[src/hvt_pkg.sv]
// Shared constants, types and reset values of the vertex transform core.
package hvt_pkg;

    localparam int FRAC_BITS = 16;
    localparam int COORD_W   = 32;
    localparam int NUM_PAIRS = 8;
    localparam int PAIR_W    = 64;
    localparam int CFG_IDX_W = 4;
    localparam int NUM_ENTRIES = 2 * NUM_PAIRS;
    localparam int MAT_DIM   = 4;
    localparam int VEC_DIM   = 3;

    localparam int PROD_W = 2 * COORD_W;
    localparam int TERM_W = PROD_W - FRAC_BITS;
    localparam int ACC_W  = TERM_W + 2;
    localparam int QUO_W  = COORD_W;
    localparam int REM_W  = ACC_W + QUO_W;

    localparam logic [COORD_W-1:0] ENTRY_ONE = COORD_W'(1) << FRAC_BITS;
    localparam logic [COORD_W-1:0] ENTRY_ZERO = '0;
    localparam logic [COORD_W-1:0] SAT_POS = {1'b0, {(COORD_W-1){1'b1}}};
    localparam logic [COORD_W-1:0] SAT_NEG = {1'b1, {(COORD_W-1){1'b0}}};

    typedef logic [NUM_PAIRS-1:0][PAIR_W-1:0] pairs_t;
    typedef logic [NUM_ENTRIES-1:0][COORD_W-1:0] matrix_t;
    typedef logic [MAT_DIM-1:0][ACC_W-1:0] acc_vec_t;

    // Identity matrix, one diagonal entry in each row.
    localparam pairs_t PAIRS_RESET = {
        {ENTRY_ONE,  ENTRY_ZERO},   // m32, m33
        {ENTRY_ZERO, ENTRY_ZERO},   // m30, m31
        {ENTRY_ZERO, ENTRY_ONE},    // m22, m23
        {ENTRY_ZERO, ENTRY_ZERO},   // m20, m21
        {ENTRY_ZERO, ENTRY_ZERO},   // m12, m13
        {ENTRY_ONE,  ENTRY_ZERO},   // m10, m11
        {ENTRY_ZERO, ENTRY_ZERO},   // m02, m03
        {ENTRY_ZERO, ENTRY_ONE}     // m00, m01
    };

    typedef struct packed {
        logic [COORD_W-1:0] value;
        logic               sat;
        logic               zero;
    } lane_res_t;

    typedef struct packed {
        logic [COORD_W-1:0] x_out;
        logic [COORD_W-1:0] y_out;
        logic [COORD_W-1:0] z_out;
        logic               w_zero;
        logic               saturated;
    } out_beat_t;

endpackage

[src/hvt_result_if.sv]
// Result output channel: valid, ready, the divided point and its flags.
interface hvt_result_if;
    import hvt_pkg::*;

    logic                      valid;
    logic                      ready;
    logic signed [COORD_W-1:0] x_out;
    logic signed [COORD_W-1:0] y_out;
    logic signed [COORD_W-1:0] z_out;
    logic                      w_zero;
    logic                      saturated;

    modport source (output valid, output x_out, output y_out, output z_out,
                    output w_zero, output saturated, input ready);
    modport sink   (input valid, input x_out, input y_out, input z_out,
                    input w_zero, input saturated, output ready);
endinterface

[src/hvt_skid.sv]
// Output register with a skid entry so the pipeline keeps moving under a stall until the skid entry fills.
module hvt_skid (
    input  logic               clk,
    input  logic               rst_n,
    input  logic               p_valid,
    output logic               p_ready,
    input  hvt_pkg::out_beat_t p_data,
    hvt_result_if.source       result
);
    import hvt_pkg::*;

    logic      o_valid_reg;
    logic      s_valid_reg;
    out_beat_t o_data_reg;
    out_beat_t s_data_reg;
    logic      pop;
    logic      push;

    assign p_ready = !s_valid_reg;
    assign pop     = o_valid_reg && result.ready;
    assign push    = p_valid && p_ready;

    always_ff @(posedge clk or negedge rst_n)
    begin
        if (!rst_n)
        begin
            o_valid_reg <= 1'b0;
            s_valid_reg <= 1'b0;
        end
        else if (s_valid_reg)
        begin
            if (pop)
            begin
                s_valid_reg <= 1'b0;
            end
        end
        else if (push)
        begin
            if (o_valid_reg && !pop)
            begin
                s_valid_reg <= 1'b1;
            end
            o_valid_reg <= 1'b1;
        end
        else if (pop)
        begin
            o_valid_reg <= 1'b0;
        end
    end

    always_ff @(posedge clk)
    begin
        if (s_valid_reg)
        begin
            if (pop)
            begin
                o_data_reg <= s_data_reg;
            end
        end
        else if (push)
        begin
            if (o_valid_reg && !pop)
            begin
                s_data_reg <= p_data;
            end
            else
            begin
                o_data_reg <= p_data;
            end
        end
    end

    assign result.valid     = o_valid_reg;
    assign result.x_out     = o_data_reg.x_out;
    assign result.y_out     = o_data_reg.y_out;
    assign result.z_out     = o_data_reg.z_out;
    assign result.w_zero    = o_data_reg.w_zero;
    assign result.saturated = o_data_reg.saturated;
endmodule

[src/flat_wrapper.sv]
// flat-port wrapper written by rule: the top's interface ports become plain ports
module hvt_skid_flat import hvt_pkg::*;
  (clk, rst_n, p_valid, p_ready, p_data, result_valid, result_x_out, result_y_out, result_z_out, result_w_zero, result_saturated, result_ready);
  hvt_result_if result_i ();
  input  logic clk;
  input  logic rst_n;
  input  logic p_valid;
  output logic p_ready;
  input  hvt_pkg::out_beat_t p_data;
  output wire logic [$bits(result_i.valid)-1:0] result_valid;
  output wire logic [$bits(result_i.x_out)-1:0] result_x_out;
  output wire logic [$bits(result_i.y_out)-1:0] result_y_out;
  output wire logic [$bits(result_i.z_out)-1:0] result_z_out;
  output wire logic [$bits(result_i.w_zero)-1:0] result_w_zero;
  output wire logic [$bits(result_i.saturated)-1:0] result_saturated;
  input wire logic [$bits(result_i.ready)-1:0] result_ready;
  assign result_valid = result_i.valid;
  assign result_x_out = result_i.x_out;
  assign result_y_out = result_i.y_out;
  assign result_z_out = result_i.z_out;
  assign result_w_zero = result_i.w_zero;
  assign result_saturated = result_i.saturated;
  assign result_i.ready = result_ready;
  hvt_skid u_core (.clk(clk), .rst_n(rst_n), .p_valid(p_valid), .p_ready(p_ready), .p_data(p_data), .result(result_i));
endmodule
[config.mk]
export PLATFORM = sky130hd
export DESIGN_NAME = hvt_skid_flat
export DESIGN_NICKNAME = d
export VERILOG_FILES = /design/src/hvt_pkg.sv /design/src/hvt_result_if.sv /design/src/hvt_skid.sv /design/src/flat_wrapper.sv
export SDC_FILE = /design/constraint.sdc
export NUM_CORES = 1
export LEC_CHECK = 0
export BUFFER_PORTS_ARGS = -buffer_cell sky130_fd_sc_hd__buf_2
export CAP_MARGIN = 0
export CORE_UTILIZATION = 56
export DETAILED_ROUTE_END_ITERATION = 8
export PLACE_DENSITY = 0.85
export SYNTH_ARGS = -nofsm -noshare
export SYNTH_HDL_FRONTEND = slang
export SYNTH_SLANG_ARGS = --single-unit
[constraint.sdc]
create_clock -name clk -period 12.92 [get_ports clk]
set_clock_uncertainty 0.1 [all_clocks]
set_input_delay 0.646 -clock clk [delete_from_list [all_inputs] [get_ports clk]]
set_output_delay 0.646 -clock clk [all_outputs]
set_load 0.03 [all_outputs]
# [Word level (Yosys, flattened, before mapping)]
# Cells that the tools add are included.
[totals] reg_bits=198 in_bits=102 out_inout_bits=100 elab_cells=35
[classes] eq_ne=2 mux=10 n_bitwise=1 reduce_logical=10
[op_table] operator="$mux W98" count=4
[op_table] operator="$mux W1" count=6
[op_table] operator="$reduce_and A3 Y1" count=2
[op_table] operator="$reduce_bool A2 Y1" count=2
[op_table] operator="$logic_and A1 B1 Y1" count=3
[op_table] operator="$logic_not A1 Y1" count=2
[op_table] operator="$ne A2 B1 Y1 const B" count=1
[op_table] operator="$ne A2 B2 Y1 const B" count=1
[op_table] operator="$reduce_and A2 Y1" count=1
[op_table] operator="$not A1 Y1" count=1

# [Longest topological paths before layout]
[depth] ltp_word=6 mapped_depth=4 ltp_nobuf=2

# [Worst setup path after synthesis]
# No wires, ideal clock.
[synth_timing] path_type="input to register" start="in result_ready" end="reg u_core.s_data_reg[0] (netlist bit), enable pin" setup_ps=676 arrival_time_ps=7432 t_required_ps=12144 setup_slack_ps=4712 stages=1 path_buffers=0 cell_sequence="nor3_1"
[synth_via] elab_chain_len=4
[synth_lines] item="from (decl)" line="flat_wrapper.sv:16" text="input wire logic [$bits(result_i.ready)-1:0] result_ready;"
[synth_lines] item="$logic_and A1 B1 Y1" line="hvt_skid.sv:20" text="assign pop = o_valid_reg && result.ready;"
[synth_lines] item="$logic_not A1 Y1" line="hvt_skid.sv:62" text="if (o_valid_reg && !pop)"
[synth_lines] item="$logic_and A1 B1 Y1" line="hvt_skid.sv:62"
[synth_lines] item="$reduce_and A3 Y1 (no line)"
[synth_lines] item="to (signal assigned)" line="hvt_skid.sv:64" text="s_data_reg <= p_data;"
[synth_lines] item="to (decl)" line="hvt_skid.sv:15" text="out_beat_t s_data_reg;"
# Every way passes these cells.
# A chain may end at the register's enable or synchronous reset.

# [Worst setup path in the final report]
[layout_timing] start="reg u_core.s_valid_reg" end="reg u_core.s_data_reg[25] (netlist bit), enable pin"
[layout_via] elab_chain_len=3 word_cells_on_any_way=4 cone_classes="1 x bitwise; 3 x reduce/logical"
[layout_lines] item="from (decl)" line="hvt_skid.sv:13" text="logic s_valid_reg;"
[layout_lines] item="from (signal assigned)" line="hvt_skid.sv:28" text="s_valid_reg <= 1'b0;"
[layout_lines] item="from (signal assigned)" line="hvt_skid.sv:34" text="s_valid_reg <= 1'b0;"
[layout_lines] item="from (signal assigned)" line="hvt_skid.sv:41" text="s_valid_reg <= 1'b1;"
[layout_lines] item="$logic_not A1 Y1" line="hvt_skid.sv:19" text="assign p_ready = !s_valid_reg;"
[layout_lines] item="$logic_and A1 B1 Y1" line="hvt_skid.sv:21" text="assign push = p_valid && p_ready;"
[layout_lines] item="$reduce_and A3 Y1 (no line) (*)"
# Every way passes the cells marked *; elsewhere a longest branch is shown, timed or not.

==> out/results.txt <==
CP Launch Type: flip-flop
Synth Cell Area: 7190 um2
Flop2flop setup slack: 10530 ps
CP Data Arrival Time: 2340 ps
Dpl hpwl: 8430 um
Fmax: 0.419 GHz
Commonest non-fill, non-tap cell in the layout: buf_2
Yosys cell types: 15
Multi-input gate area in the final layout: 1170 um2
DP Cell Count: 684
Worst skew pair latency: 430 ps
Ant. Diodes: 0
Int Pwr: 1460 uW
Worst slew pin tran: 748 ps
CTS Buf Count: 17
Reg clk slew, reported paths: 70 ps
Initial antenna violation count: 0
Initial Utilization: 57.2%
Fin area: 9000 um2
CP Data Required Time: 12870 ps
Vias in the first global route: 3778
Status: finished clean
Core Box Area: 12600 um2
HP Class: input port to flip-flop
Clk buf depth: 2
Final TNS setup: 0 ps
Hold depth: 1
M3 GR Usage: 7.75%
Hold Vio Cnt, Final: 0
# hold bufs at CTS: 1
Post-Syn Nets: 419
DP Area: 8380 um2
RSZ-0062 raised after global routing: no
Largest net degree at the start of global routing: 58
GP Congestion: 0.722
Fraction of layout cells with a size suffix above 1: 49.4%
Pwr/cell area: 242 nW/um2
DR pass1 iterations: 4
R2r worst-path depth: 3
Die X: 115 um
Max VDD drop: 0.153 mV
Die height: 115 um
Final min period: 2390 ps
Most frequent cells in the layout: buf_2, edfxtp_1, mux2_1
Sw frac: 33.3%
CP Max Fanout: 52
Clock sink count: 198
Layout area overhead: 25.1%
Crit Reg-Reg Endpoint: u_core.s_data_reg[25]
# IOs: 202
Max Cap Violations: 0
Final period util: 18.5%
Post-route ant nets: 0
Final count of pins violating max slew: 0
Max reg flops: 98
DR iter-0 viols: 288
Setup bufs post-CTS: 0
#FFs+latches synth: 198
Die ar.: 13300 um2
Worst setup EP type: flip-flop
Comb pwr share: 29.3%
Fillers: 758
CTS tree: built
Met1 usage: 24.0%
End of the critical path: u_core.s_data_reg[25]
Global route overflow: 0
Non-filler cells, final: 717
Met2 Resource Use GR: 33.3%
P_sw: 726 uW
Final setup vio count: 0
Detailed Route WL: 12800 um
Leak pwr: 0.00339 uW
Synth warnings: 0
Crit Path Class: flip-flop to flip-flop
Total GRT Usage: 20.1%
Nets: 634
Vias: 3677
Crit path from: u_core.s_valid_reg
Clock share of power: 24.6%
Row Count: 41
FF/Latch Area: 5940 um2
Post-Synthesis Cells: 317
Syn avg cell area: 22.7 um2
Vias per inst: 5.13
Root Buffer: clkbuf_16
Slew Limit Headroom: 50.2%
WL/cell: 17.9 um
Reg2Reg Launch Point: u_core.s_valid_reg
GRT busiest layer: met2
Hold_ws: 305 ps
DRC: 0
# port buffers: 201
Sequential power share: 46.1%
CTS resizes: 0
Sequential-to-total area share from yosys stat: 82.5%
CTS H-tree depth: 4
Global-route wire length before repair: 19300 um
==> area by class of cell <==
class | instances | area share (%)
Sequential cell | 198 | 66.0
Multi-Input combinational cell | 106 | 13.0
Timing Repair Buffer | 207 | 11.7
Clock buffer | 24 | 5.46
Tap cell | 172 | 2.39
Clock inverter | 8 | 1.35
Inverter | 2 | 0.0834
==> kinds of logic after synthesis <==
logic type | after synthesis | synth area share [%]
AND/OR/NAND/NOR | 4 | 0.296
AO/OA/AOI/OAI | 4 | 0.330
multiplexers | 98 | 15.3
buffers and inverters | 13 | 1.51
flip-flops | 198 | 82.5
==> power by group through the flow <==
stage          clock (uW)  sequential [uW]  combinational [uW]
2_1_floorplan           0             1270                 244
3_3_place_gp            0             1010                 630
3_5_place_dp            0             1020                 646
4_1_cts               548             1010                 649
5_1_grt               574             1020                 679
6_report              537             1000                 640
==> cell usage after synthesis <==
master / count / area share [%]
dfrtp_1: 2 / 0.70
nand2_1: 1 / 0.052
a2bb2oi_1: 1 / 0.12
mux2_2: 31 / 4.9
o21ai_0: 1 / 0.070
a21oi_1: 2 / 0.14
nor3_1: 1 / 0.070
buf_6: 7 / 1.1
nand2b_1: 1 / 0.087
buf_2: 3 / 0.21
edfxtp_1: 196 / 82
inv_1: 2 / 0.10
buf_4: 1 / 0.10
nor2b_1: 1 / 0.087
mux2_1: 67 / 10
==> critical path, cell delays in order, from the launching register on <==
cell      delay (ps)
dfrtp_4          720
nand2b_1         340
nor3_2           180
buf_4            590
==> per-layer routing <==
metal	up-vias	share of wire, %
li1	1703	-
met1	1821	41
met2	144	51
met3	9	6.5
met4	0	1.1
met5	-	0
==> stage by stage <==
step / worst slack, ps / total power (uW) / util [%]
2_1_floorplan: 4710 / 1510 / -
3_3_place_gp: 10610 / 1640 / 66.7
3_5_place_dp: 10540 / 1670 / 66.7
4_1_cts: 10520 / 2210 / 71.6
5_1_grt: 10440 / 2270 / 71.6
6_report: 10530 / 2180 / 71.6
==> worst min-delay path by stage <==
stage | from | endpoint | slack [ps]
floorplan | rst_n | u_core.result.valid | 250
CTS | p_data[19] | u_core.s_data_reg[19] | 280
global placement | rst_n | u_core.result.valid | 340
global route | p_data[19] | u_core.s_data_reg[19] | 280
detailed placement | rst_n | u_core.s_valid_reg | 340
finish | p_data[19] | u_core.s_data_reg[19] | 310
Note: power is estimated with default switching activity, not from simulation.
